==> config.mk <==
export PLATFORM = sky130hd
export DESIGN_NAME = qs_rot_cell
export DESIGN_NICKNAME = d
export VERILOG_FILES = /design/src/hdl/assert_macros.svh /design/src/hdl/qs_pkg.sv /design/src/hdl/qs_rot_cell.sv
export SDC_FILE = /design/constraint.sdc
export NUM_CORES = 1
export LEC_CHECK = 0
export BUFFER_PORTS_ARGS = -buffer_cell sky130_fd_sc_hd__buf_2
export CAP_MARGIN = 25
export CORE_MARGIN = 2
export CORE_UTILIZATION = 56
export CTS_BUF_LIST = sky130_fd_sc_hd__clkbuf_16
export CTS_CLUSTER_DIAMETER = 60
export DETAILED_ROUTE_END_ITERATION = 6
export PLACE_DENSITY = 0.82
export SLEW_MARGIN = 30
export SYNTH_ARGS = -nofsm -noshare
export SYNTH_HDL_FRONTEND = slang
export SYNTH_SLANG_ARGS = --single-unit
export TNS_END_PERCENT = 100
==> constraint.sdc <==
create_clock -name clk -period 6.2 [get_ports clk]
set_clock_uncertainty 0.15 [all_clocks]
set_input_delay 1.24 -clock clk [delete_from_list [all_inputs] [get_ports clk]]
set_output_delay 1.24 -clock clk [all_outputs]
set_load 0.005 [all_outputs]
==> src/hdl/assert_macros.svh <==
// Assertion macros shared by the slerp RTL.
// Needs a clock named clk and an active-low reset named rst_n in scope.
`ifndef ASSERT_MACROS_SVH
`define ASSERT_MACROS_SVH

// The consequent must hold whenever the antecedent holds.
`define QS_ASSERT_IMP(lbl, ante, cons) \
    lbl: assert property (@(posedge clk) disable iff (!rst_n) (ante) |-> (cons)) \
        else $error("qs assertion failed");

// The consequent must hold a fixed number of cycles after the antecedent.
`define QS_ASSERT_DELAY(lbl, ante, n, cons) \
    lbl: assert property (@(posedge clk) disable iff (!rst_n) (ante) |-> ##n (cons)) \
        else $error("qs delayed assertion failed");

`endif

==> src/hdl/qs_pkg.sv <==
// Shared types, constants and the CORDIC arctangent table for the slerp block.
// Depends on nothing; quaternion_slerp and the two CORDIC cells refer to it by scoped names.
package qs_pkg;

    localparam int FRAC_BITS = 14;
    localparam int WF        = 30;
    localparam logic [30:0] ONE_W    = 31'h4000_0000;
    localparam logic [34:0] NEAR_LIM = 35'h0_4000_0000 - 35'd1074;
    localparam logic [14:0] T_ONE    = 15'd16384;
    localparam logic [31:0] W_MAX    = 32'h8000_0000;

    // Side data that rides along the chain next to the arithmetic.
    typedef struct packed {
        logic [3:0][15:0] a;
        logic [3:0][15:0] b;
        logic [30:0]      t30;
        logic [29:0]      mag;
        logic             negate;
        logic             near;
        logic             deg;
    } side_t;

    // atan(2^-i) in Q30.
    function automatic logic [31:0] atan_at(input int i);
        logic [31:0] v;
        case (i)
            0:  v = 32'h3243F6A8;
            1:  v = 32'h1DAC6705;
            2:  v = 32'h0FADBAFC;
            3:  v = 32'h07F56EA6;
            4:  v = 32'h03FEAB76;
            5:  v = 32'h01FFD55B;
            6:  v = 32'h00FFFAAA;
            7:  v = 32'h007FFF55;
            8:  v = 32'h003FFFEA;
            9:  v = 32'h001FFFFD;
            10: v = 32'h000FFFFF;
            11: v = 32'h0007FFFF;
            12: v = 32'h0003FFFF;
            13: v = 32'h0001FFFF;
            14: v = 32'h0000FFFF;
            15: v = 32'h00007FFF;
            16: v = 32'h00003FFF;
            17: v = 32'h00001FFF;
            18: v = 32'h00000FFF;
            19: v = 32'h000007FF;
            20: v = 32'h000003FF;
            21: v = 32'h000001FF;
            22: v = 32'h000000FF;
            23: v = 32'h0000007F;
            24: v = 32'h0000003F;
            25: v = 32'h0000001F;
            26: v = 32'h0000000F;
            27: v = 32'h00000008;
            28: v = 32'h00000004;
            29: v = 32'h00000002;
            30: v = 32'h00000001;
            default: v = 32'h00000000;
        endcase
        return v;
    endfunction

endpackage

==> src/hdl/qs_rot_cell.sv <==
// One iteration of the rotation CORDIC that produces a gain-scaled sine.
// Depends on qs_pkg for the arctangent table.
module qs_rot_cell #(
    parameter int I = 0
) (
    input  logic               clk,
    input  logic signed [33:0] x_in,
    input  logic signed [33:0] y_in,
    input  logic signed [33:0] z_in,
    output logic signed [33:0] x_out,
    output logic signed [33:0] y_out,
    output logic signed [33:0] z_out
);

    localparam logic [31:0] ATAN = qs_pkg::atan_at(I);

    logic signed [33:0] dx;
    logic signed [33:0] dy;
    logic signed [33:0] x_next;
    logic signed [33:0] y_next;
    logic signed [33:0] z_next;

    always_comb
    begin
        dx = y_in >>> I;
        dy = x_in >>> I;
        if (z_in >= 0)
        begin
            x_next = x_in - dx;
            y_next = y_in + dy;
            z_next = z_in - $signed({2'b00, ATAN});
        end
        else
        begin
            x_next = x_in + dx;
            y_next = y_in - dy;
            z_next = z_in + $signed({2'b00, ATAN});
        end
    end

    always_ff @(posedge clk)
    begin
        x_out <= x_next;
        y_out <= y_next;
        z_out <= z_next;
    end

endmodule

Word-level counts from Yosys, hierarchy flattened --
Index checks and enable logic that the tools add are counted.
Cells by class: shift operators 0, eq/ne operators 0, multiplexer cells 3, $add $sub $neg 5, reductions and logical operators 0, multipliers 0, div/mod/pow operators 0, order comparisons 1, bitwise gates (word level) 0
Operators with widths (number):
- two-way mux 34 bit | 3
- subtractor 34 bit | 2
- adder 34 x 31 -> 34 bit (second input constant) | 1
- adder 34 bit | 1
- greater-or-equal comparator 34 x 1 -> 1 bit (second input constant) | 1
- subtractor 34 x 31 -> 34 bit (second input constant) | 1
Storage, ports and cells: ROM bits 0, memory bits (writable) 0, flip-flop bits (word level) 102, input bits 103, memories kept 0, latch bits 0, logic and storage cells 12, output and inout port bits 102

Longest topological paths before layout --
Gate-level depths: netlist (run 1).
depth after elaboration 2, mapped depth 20, depth with buffers taken out 17

Least setup slack after synthesis (run 1) --
No wires, ideal clock.
path kind input to register, start input z_in[32], end register z_out[33], path slack 753 ps, data required time 5929 ps, path buffers 3, arrival 5176 ps, setup time 121 ps, stages 20, cell sequence inv_1 -> ha_1 -> nor4b_1 -> nand4_1 -> nor3_1 -> nand2b_1 -> clkbuf_1 -> inv_1 -> clkbuf_1 -> clkbuf_1 -> ha_1 -> a211oi_1 -> nor2_1 -> o41a_1 -> o21ai_0 -> a21oi_1 -> a2111o_1 -> a21oi_1 -> o21bai_1 -> xor2_1
On the way: cells in the longest elaborated chain, start to end 2, elaborated cells between the ends (all ways) 4, those cells by class 2 x add/sub; 1 x order compare; 1 x mux
RTL lines:
- start: declaration | line qs_rot_cell.sv:9 | input logic signed [33:0] z_in,
- adder 34 x 31 -> 34 bit (tied with other cells) | line qs_rot_cell.sv:37 | z_next = z_in + $signed({2'b00, ATAN});
- two-way mux 34 bit (*) | line qs_rot_cell.sv:27 | if (z_in >= 0)
- named net z_next[33] | line qs_rot_cell.sv:21 | logic signed [33:0] z_next;
- end signal: assignment | line qs_rot_cell.sv:45 | z_out <= z_next;
- end: declaration | line qs_rot_cell.sv:12 | output logic signed [33:0] z_out
Mark *: on every way through the listed nets, which the timed path passes. The rest lies on a longest branch.

Worst setup path in the final report (run 1) --
start input z_in[33], end register z_out[33]
The elaborated chain is that of the path after synthesis.

==> metrics.cfg, run 1 <==
[status]
status = finished, final reports clean

[synthesis]
synth.cell_area_mm2 = 0.00935
yosysUniqueCellTypes = 78
ys_seq_area_share_pct = 21.6
synth_cells = 1198
synth.net_count = 1434
synth_seq_cells = 101
ys.flop_type = dfxtp_1
ys_async_sr_fraction_pct = 0
synth.avg_cell_area_um2 = 7.80
synth-edff-count = 0
synth_warnings = 0

[timing]
worstMarginPinSlew_ns = 0.834
fin_ws_ns = 1.00
finalHoldViolCount = 0
setup_viol = 0
rsz0062_at_grt = no
layout_min_cycle_time_ns = 5.20
fin_tns_setup_ns = 0
max_freq_ghz = 0.192
slew_violations = 0
fin_crit_sh_pct = 83.9
maxSlewHeadroom_pct = 43.7

[cells_and_area]
final_common_cell = buf_2
nets = 1608
final_cell_mix = 204 x buf_2, 138 x a21oi_1, 129 x ha_1
n_fill_cell = 1453
regArea_mm2 = 0.00202
syn_to_final_growth_pct = 15.5
multi_input_area_mm2 = 0.00671
final_area_mm2 = 0.0108
diodes = 0
drive_above_1_share_pct = 18.4

[cts]
max-clock-path-buffers = 2
hold_buffers = 0
cts_tree = done
post_cts_resized = 0
root_buffer = clkbuf_16
postCtsSetupRepairBufs = 0
cts_num_sinks = 101
numCtsBuffers = 9
clk_pin_slew_ns = 0.07
h-tree-depth = 3

[routing]
drt_pre_antenna_iters = 5
drt_iter0_drc = 803
vias = 9468
routed_wl_um = 27400
antenna_left = 0
drc = 0
detail_route.vias_per_cell = 5.93
routedWlPerCell_um = 17.1

[placed_design]
hpwl_um = 21700
dpl_cell_area_mm2 = 0.0105
post-place-ws_ns = 0.708
portBuffers = 204
gp_congestion = 0.963

[global_routing]
grt_pass1_vias = 8662
grt_max_degree = 64
grt_pass1_wl_um = 42700
grt_remaining_overflow = 0
antenna_found_initial = 0
grt_usage_pct = 29.6

[worst_setup_path]
cp_data_required_time_ns = 6.33
crit_cells = 18
cpPeakStageDelay_ns = 0.69
crit_family = compound AO/OA/AOI/OAI gates
cp_slowest_cell = a2111oi_0
crit_path_frequent_cell = a21oi_1
crit_type = primary input to register
cp-start-kind = primary input
crit_buf_inv = 3
crit_chain = buf_2, inv_1, ha_1, nor4b_1, nand4_1, nor3_1, nand2b_2, inv_2, fa_1, nor2b_1, o31ai_1, a2111oi_0, o21ai_0, a21oi_1, a2111o_1, a21oi_1, o21bai_1, xor2_1
crit_path_max_fanout = 19
worstPathArrival_ns = 5.33
endpoint_kind = register

[floorplanning]
dieWidth_um = 133
rows = 47
die_y_um = 133
dieArea_mm2 = 0.0177
start_util_pct = 56.8
core-area_mm2 = 0.0165
ios = 205

[power]
power.leakage_nw = 5.19
powerDensity_mw_per_mm2 = 228
vdd_ir_drop_max_mv = 0.137

[min_path]
hold_depth = 1
min_path_type = primary input to register

[job]
max-cap-violations = 0

## flip-flops by register name, summed over array words and instances, names as in the netlist
register / count
x_out: 34
y_out: 33
z_out: 34
## cells by family (layout without fill, tap and decap cells)
| logic type | Yosys count | in the layout | share of synthesized area [%] |
|---|---|---|---|
| adders and majority gates | 133 | 133 | 18.1 |
| buffers and inverters | 156 | 334 | 6.56 |
| muxes | 10 | 10 | 1.07 |
| xor gates and xnor gates | 90 | 90 | 8.43 |
| AOI/OAI and AO/OA | 411 | 411 | 28.6 |
| and+or+nand+nor | 297 | 297 | 15.6 |
| DFF | 101 | 101 | 21.6 |
## area by class of cell
| class | count | area share, % |
|---|---|---|
| Sequential cell | 101 | 18.7 |
| Tap cell | 220 | 2.55 |
| Clock buffer | 9 | 2.09 |
| Timing Repair Buffer | 208 | 9.74 |
| Clock inverter | 6 | 0.823 |
| Inverter | 111 | 3.86 |
| Multi-Input combinational cell | 941 | 62.2 |
## worst paths after layout
check,start,end
max,z_in[33],z_out[33]$_DFF_P_
min,z_in[0],z_out[0]$_DFF_P_
## metrics by stage
stage	instances	util [%]	total power [mW]	hold slack (ns)
6_report	1596	65.5	2.46	0.850
5_1_grt	1596	65.5	2.59	0.848
4_1_cts	1596	65.5	2.45	0.844
3_5_place_dp	1581	63.6	1.83	1.21
3_3_place_gp	1581	63.6	1.82	1.21
2_1_floorplan	1198	-	1.47	1.12
## where the power goes
group	switching, mW	leakage [nW]	total [mW]	internal, mW
Sequential	0.0386	0.852	0.838	0.799
Clock	0.270	0.153	0.623	0.353
Combinational	0.580	4.18	1.00	0.421
Total	0.888	5.19	2.46	1.57
## cell usage after synthesis (4+ instances only)
cell type  count  area, um^2
a31o_2         4        35.0
mux2i_1       10         100
and3_1        11        68.8
o21ai_1        5        25.0
buf_1          8        30.0
ha_1         129        1610
dfxtp_1      101        2020
fa_1           4        80.1
inv_1        106         398
nand4_1       11        68.8
or3_1          4        25.0
nor2b_1       10        62.6
buf_2         13        65.1
a22oi_1        5        37.5
xnor2_1       73         639
a211oi_1      18         135
o311ai_0       4        35.0
nand3_1       22         110
a21o_1        35         263
nand2b_1      20         125
o211ai_1      11        82.6
clkbuf_1      22        82.6
a21oi_1      138         691
nor4_1        11        68.8
o31ai_1       11        82.6
nor2_1        86         323
a21boi_0       4        30.0
o22ai_1        4        25.0
a31oi_1       10        62.6
o21bai_1      27         203
xor2_1        17         149
o21ai_0       77         385
nand2_1       71         267
o21a_1        15         113
or2_2          8        50.1
nor3_1        21         105
## layer usage
layer / vias up / track usage, % / wire, um
met5: - / 0 / 0
met4: 0 / 11.7 / 827
met3: 56 / 4.45 / 2360
met2: 503 / 49.8 / 12400
met1: 4322 / 38.3 / 11700
li1: 4587 / - / -
Power figures use the tool's default switching activity.
==> inputs of run 2 (changes only) <==
--- a/config.mk
+++ b/config.mk
@@ -5,14 +5,15 @@
 export SDC_FILE = /design/constraint.sdc
 export NUM_CORES = 1
 export LEC_CHECK = 0
+export ABC_AREA = 1
 export BUFFER_PORTS_ARGS = -buffer_cell sky130_fd_sc_hd__buf_2
 export CAP_MARGIN = 25
 export CORE_MARGIN = 2
-export CORE_UTILIZATION = 56
+export CORE_UTILIZATION = 52
 export CTS_BUF_LIST = sky130_fd_sc_hd__clkbuf_16
 export CTS_CLUSTER_DIAMETER = 60
 export DETAILED_ROUTE_END_ITERATION = 6
-export PLACE_DENSITY = 0.82
+export PLACE_DENSITY = 0.78
 export SLEW_MARGIN = 30
 export SYNTH_ARGS = -nofsm -noshare
 export SYNTH_HDL_FRONTEND = slang
==> constraint.sdc (replaced) <==
create_clock -name clk -period 4.75 [get_ports clk]
set_clock_uncertainty 0.15 [all_clocks]
set_input_delay 0.95 -clock clk [delete_from_list [all_inputs] [get_ports clk]]
set_output_delay 0.95 -clock clk [all_outputs]
set_load 0.005 [all_outputs]
==> metrics.cfg, run 2 <==
[floorplanning]
dieArea_mm2 = 0.0228  ; +28%
start_util_pct = 53.2  ; -3.5 points
dieWidth_um = 151  ; +13%
core-area_mm2 = 0.0211  ; +28%
ios = 205  ; unchanged
rows = 53  ; +13%
die_y_um = 151  ; +13%

[cells_and_area]
multi_input_area_mm2 = 0.00787  ; +17%
final_cell_mix = 540 x nand2_1, 280 x inv_1, 204 x buf_2
diodes = 0  ; unchanged
regArea_mm2 = 0.00202  ; unchanged
syn_to_final_growth_pct = 12.8
nets = 2298  ; +43%
fin_cells = 2342  ; +47%
drive_above_1_share_pct = 11.7  ; -6.7 points
final_common_cell = nand2_1
biggestRegsByFlops = x_out x34, z_out x34, y_out x33
n_fill_cell = 2177  ; +50%

[power]
vdd_ir_drop_max_mv = 0.168  ; +22%
powerDensity_mw_per_mm2 = 266  ; +17%
power.leakage_nw = 6.97  ; +34%

[timing]
rsz0062_at_grt = no
finalHoldViolCount = 0  ; unchanged
max_freq_ghz = 0.237
setup_viol = 0  ; unchanged
worstMarginPinSlew_ns = 0.817  ; -0.0166 ns
slew_violations = 0  ; unchanged
fin_crit_sh_pct = 88.8
hold_slack_ns = 0.555  ; -0.295 ns
layout_min_cycle_time_ns = 4.22
maxSlewHeadroom_pct = 45.4  ; +1.7 points
fin_tns_setup_ns = 0  ; unchanged

[worst_setup_path]
cp-start-kind = primary input
crit_path_max_fanout = 49  ; +30
crit_type = primary input to register
cp_data_required_time_ns = 4.87  ; -1.46 ns
worstPathArrival_ns = 4.34  ; -0.99 ns
endpoint_kind = register

[cts]
hold_buffers = 0  ; unchanged
root_buffer = clkbuf_16
clk_pin_slew_ns = 0.08  ; about the same
cts_tree = done
h-tree-depth = 3  ; unchanged
max-clock-path-buffers = 2  ; unchanged
numCtsBuffers = 9  ; unchanged
postCtsSetupRepairBufs = 0  ; unchanged
cts_num_sinks = 101  ; unchanged
post_cts_resized = 0  ; unchanged

[synthesis]
yosysTopAreaCellShare_pct = 18.1  ; -3.6 points
synth.avg_cell_area_um2 = 5.95  ; -24%
ys_seq_area_share_pct = 18.0  ; -3.6 points
synth_warnings = 0  ; unchanged
synthMostInstantiatedCell = nand2_1
synth_cells = 1887  ; +58%
ys.flop_type = dfxtp_1
synth.net_count = 2123  ; +48%
yosysUniqueCellTypes = 37  ; -53%
synth_seq_cells = 101  ; unchanged
synth_commonest_cells = 540 x nand2_1, 280 x inv_1, 175 x nor2_1
synth-edff-count = 0  ; unchanged
ys_async_sr_fraction_pct = 0  ; unchanged
synth.cell_area_mm2 = 0.0112  ; +20%
yosys.area.top_type = nand2_1
synth.area.top_cells = nand2_1 18%, dfxtp_1 18%, ha_1 14%

[routing]
drt_pre_antenna_iters = 6  ; +1
vias = 13100  ; +38%
drc = 0  ; unchanged
drt_iter0_drc = 1452  ; +81%
antenna_left = 0  ; unchanged
routedWlPerCell_um = 16.7  ; -2.6%
routed_wl_um = 39100  ; +43%
detail_route.vias_per_cell = 5.57  ; -6.1%

[min_path]
hp-start = z_in[1]
hold_depth = 1  ; unchanged
holdPathEnd = z_out[1]$_DFF_P_
min_path_type = primary input to register

[placed_design]
hpwl_um = 32600  ; +50%
dp.cells = 2326  ; +47%
portBuffers = 204  ; unchanged
gp_congestion = 1.04  ; +8.2%

[global_routing]
antenna_found_initial = 0  ; unchanged
grt_pass1_vias = 12200  ; +41%
grt_remaining_overflow = 0  ; unchanged
grt_max_degree = 50  ; -22%
grt_usage_pct = 34.0  ; +4.4 points
grt_pass1_wl_um = 60600  ; +42%

[job]
max-cap-violations = 0  ; unchanged

[status]
status = finished, final reports clean

run 2: cell types whose count changed in the layout (fill, tap and decap cells not counted), moves of 28 or more:
cell / previous run / this run
inv_1: 106 / 280
nand3_1: 22 / 165
xnor2_1: 73 / 5
a21o_1: 35 / 7
nand2_1: 71 / 540
xor2_1: 17 / 56
o21ai_0: 77 / 108
nor2_1: 86 / 175
run 2: worst max-delay path by stage:
stage / from / end
after floorplan: z_in[33] / z_out[21]$_DFF_P_
after global placement: z_in[33] / z_out[22]$_DFF_P_
after detailed placement: z_in[33] / z_out[33]$_DFF_P_
after CTS: z_in[33] / z_out[31]$_DFF_P_
after global routing: z_in[33] / z_out[25]$_DFF_P_
final: z_in[33] / z_out[31]$_DFF_P_
run 2: metrics by stage:
stage	power, mW	worst slack [ns]	util [%]	instance area, um^2
global placement	2.49	0.316	58.6	12300
floorplan	1.99	1.23	-	11200
detailed placement	2.51	0.244	58.6	12300
finish	3.37	0.531	60.0	12700
CTS	3.34	0.615	60.0	12700
global route	3.58	0.249	60.0	12700
run 2: cell families after synthesis:
family          Yosys count  synth area share [%]
simple gates            958                  35.6
buf+inv                 326                  11.9
compound gates          308                  14.6
fa+ha+maj               133                  15.1
flops                   101                  18.0
xor+xnor                 61                  4.76
run 2: cell type report:
type	instances	area share, %
tap	275	2.72
sequential	101	16.0
timing repair buffer	208	8.30
inverter	282	8.36
clock inverter	7	0.692
multi-input combinational	1460	62.2
clock buffer	9	1.78
run 2: critical path: stages:
cell	delay, ns
buf_2	0.10
inv_1	0.09
ha_1	0.22
nand3_1	0.09
nor3_1	0.05
nand3b_1	0.09
nor2_1	0.09
nor2_4	0.63
buf_4	0.62
ha_1	0.41
a21oi_1	0.21
o21ai_0	0.17
a21oi_1	0.19
o21ai_0	0.10
nor2_1	0.12
nand2_1	0.07
nand2_1	0.06
nand2_1	0.04
run 2: layer usage:
layer	GRT usage, %	share of wire [%]	up-vias
li1	-	-	6384
met5	0	0	-
met4	12.7	3.5	0
met3	4.64	11	114
met1	45.2	42	5792
met2	56.1	44	761
run 2: power breakdown:
part / total [mW] / switching, mW / leakage [nW] / internal (mW)
clock network: 0.829 / 0.405 / 0.154 / 0.424
registers: 1.06 / 0.0503 / 0.852 / 1.01
logic: 1.48 / 0.966 / 5.97 / 0.511
total: 3.37 / 1.42 / 6.97 / 1.95
==> inputs of run 3 (changes only) <==
==> constraint.sdc (replaced) <==
create_clock -name clk -period 3.8 [get_ports clk]
set_clock_uncertainty 0.15 [all_clocks]
set_input_delay 0.76 -clock clk [delete_from_list [all_inputs] [get_ports clk]]
set_output_delay 0.76 -clock clk [all_outputs]
set_load 0.005 [all_outputs]
==> metrics.cfg, run 3 (synthesis results as in run 2) <==
[cells_and_area]
drive_above_1_share_pct = 13.1  ; +1.4 points
multi_input_area_mm2 = 0.00789  ; +0.16%
fin_util_pct = 61.2  ; +1.2 points
syn_to_final_growth_pct = 15.0
final_cell_mix = 540 x nand2_1, 280 x inv_1, 204 x buf_2
biggestRegsByFlops = x_out x34, z_out x34, y_out x33
final_common_cell = nand2_1
n_fill_cell = 2116  ; -2.8%
regArea_mm2 = 0.00202  ; unchanged
final_area_mm2 = 0.0129  ; +2.0%
diodes = 0  ; unchanged
nets = 2328  ; +1.3%

[global_routing]
grtUsageMet2_pct = 58.7  ; +2.6 points
grt_remaining_overflow = 0  ; unchanged
globalRouteMet3Util_pct = 6.90  ; +2.3 points
grt_usage_pct = 36.3  ; +2.3 points
grt_pass1_wl_um = 64300  ; +6.1%
grt_use_met1_pct = 47.7  ; +2.5 points
grt_pass1_vias = 12500  ; +2.7%
antenna_found_initial = 0  ; unchanged
top_usage_layer = met2
grt_max_degree = 50  ; unchanged

[timing]
setup_viol = 0  ; unchanged
fin_crit_sh_pct = 93.3
worstMarginPinSlew_ns = 0.674  ; -0.144 ns
rsz0062_at_grt = no
fin_tns_setup_ns = 0  ; unchanged
maxSlewHeadroom_pct = 54.8  ; +9.4 points
finalHoldViolCount = 0  ; unchanged
layout_min_cycle_time_ns = 3.54
fin_ws_ns = 0.256  ; -0.275 ns
slew_violations = 0  ; unchanged
max_freq_ghz = 0.282

[floorplanning]
dieArea_mm2 = 0.0228  ; unchanged
core-area_mm2 = 0.0211  ; unchanged
ios = 205  ; unchanged
start_util_pct = 53.2  ; unchanged
dieWidth_um = 151  ; unchanged
die_y_um = 151  ; unchanged
rows = 53  ; unchanged

[cts]
h-tree-depth = 3  ; unchanged
cts_num_sinks = 101  ; unchanged
numCtsBuffers = 9  ; unchanged
clk_pin_slew_ns = 0.08  ; about the same
root_buffer = clkbuf_16
cts_tree = done
max-clock-path-buffers = 2  ; unchanged

[routing]
drt_iter0_drc = 1407  ; -3.1%
routedWlPerCell_um = 17.6  ; +5.3%
detail_route.vias_per_cell = 5.65  ; +1.5%
routed_wl_um = 41700  ; +6.6%
antenna_left = 0  ; unchanged
vias = 13400  ; +2.8%
drt_pre_antenna_iters = 7  ; +1
drc = 0  ; unchanged

[power]
powerDensity_mw_per_mm2 = 329  ; +24%
total_power_mw = 4.25  ; +26%
vdd_ir_drop_max_mv = 0.204  ; +22%
power.leakage_nw = 7.13  ; +2.2%

[min_path]
min_path_type = primary input to register
holdPathEnd = z_out[0]$_DFF_P_
hp-start = z_in[0]
hold_depth = 1  ; unchanged

[worst_setup_path]
cpPeakStageDelay_ns = 0.27  ; -0.36 ns
crit_path_frequent_cell = nand2_1
cp_slowest_cell = ha_1
crit_chain = buf_2, inv_1, ha_1, nand3_1, nor3_2, nand3b_1, nor2_4, nor2_4, inv_2, buf_12, buf_4, ha_1, nand3_1, nand2_1, nand2_1, nand2_1, nand3_1, nand2_1, nand3b_1, nand2_1, xnor2_1
crit_type = primary input to register
crit_path_max_fanout = 18  ; -63%
worstPathArrival_ns = 3.65  ; -0.69 ns
endpoint_kind = register
cp-start-kind = primary input
cp_data_required_time_ns = 3.91  ; -0.96 ns

[placed_design]
dpl_cell_area_mm2 = 0.0126  ; +2.0%
gp_congestion = 1.03  ; -1.2%
portBuffers = 204  ; unchanged
hpwl_um = 35300  ; +8.4%
post-place-ws_ns = -0.276  ; -0.520 ns

[job]
max-cap-violations = 0  ; unchanged

[status]
status = finished, final reports clean

-- run 3: cell types whose count changed in the layout (fill, tap and decap cells not counted), sizes merged --
cell / before / now
clkinv: 2 / 3
bufinv: 1 / 0
buf: 208 / 238
-- run 3: area by class of cell --
type	count	area share, %
Clock buffer	9	1.74
Clock inverter	7	0.610
Inverter	282	8.20
Multi-Input combinational cell	1460	61.1
Sequential cell	101	15.7
Tap cell	275	2.66
Timing Repair Buffer	238	10.1
-- run 3: critical path, delay by kind of cell --
family	cells	cell delay, ns
fa+ha+maj	2	0.51
simple gates	13	1.52
xor+xnor	1	0.11
buf+inv	5	0.73
-- run 3: power breakdown --
part / switching (mW) / total (mW) / internal (mW)
Sequential: 0.0687 / 1.33 / 1.26
Combinational: 1.25 / 1.92 / 0.675
Clock: 0.523 / 0.994 / 0.471
Total: 1.84 / 4.25 / 2.41
-- run 3: routing by layer --
layer	part of all wire [%]	vias up	wire length [um]
li1	-	6454	-
met1	42	6106	17700
met2	44	742	18200
met3	9.9	110	4140
met4	4.0	0	1650
met5	0	-	0
-- run 3: how the worst max path moves through the flow --
stage	start	endpoint	slack [ns]	depth (start not counted)
2_1_floorplan	z_in[33]	z_out[21]$_DFF_P_	0.47	19
3_3_place_gp	z_in[33]	z_out[28]$_DFF_P_	-0.12	21
3_5_place_dp	z_in[33]	z_out[32]$_DFF_P_	-0.28	21
4_1_cts	z_in[33]	z_out[32]$_DFF_P_	0.11	21
5_1_grt	z_in[33]	z_out[32]$_DFF_P_	0.04	21
6_report	z_in[33]	z_out[32]$_DFF_P_	0.26	21
-- run 3: timing repair --
item,CTS,global route
hold buffers,0,0
endpoints found under the setup margin,0,16
resized for setup,0,3
setup buffers,0,0
hold endpoints to repair,0,0
-- run 3: through the flow --
stage / cells / hold WS (ns)
floorplan: 1887 / 0.638
global placement: 2356 / 0.733
detailed placement: 2356 / 0.737
CTS: 2372 / 0.359
global route: 2372 / 0.356
finish: 2372 / 0.361
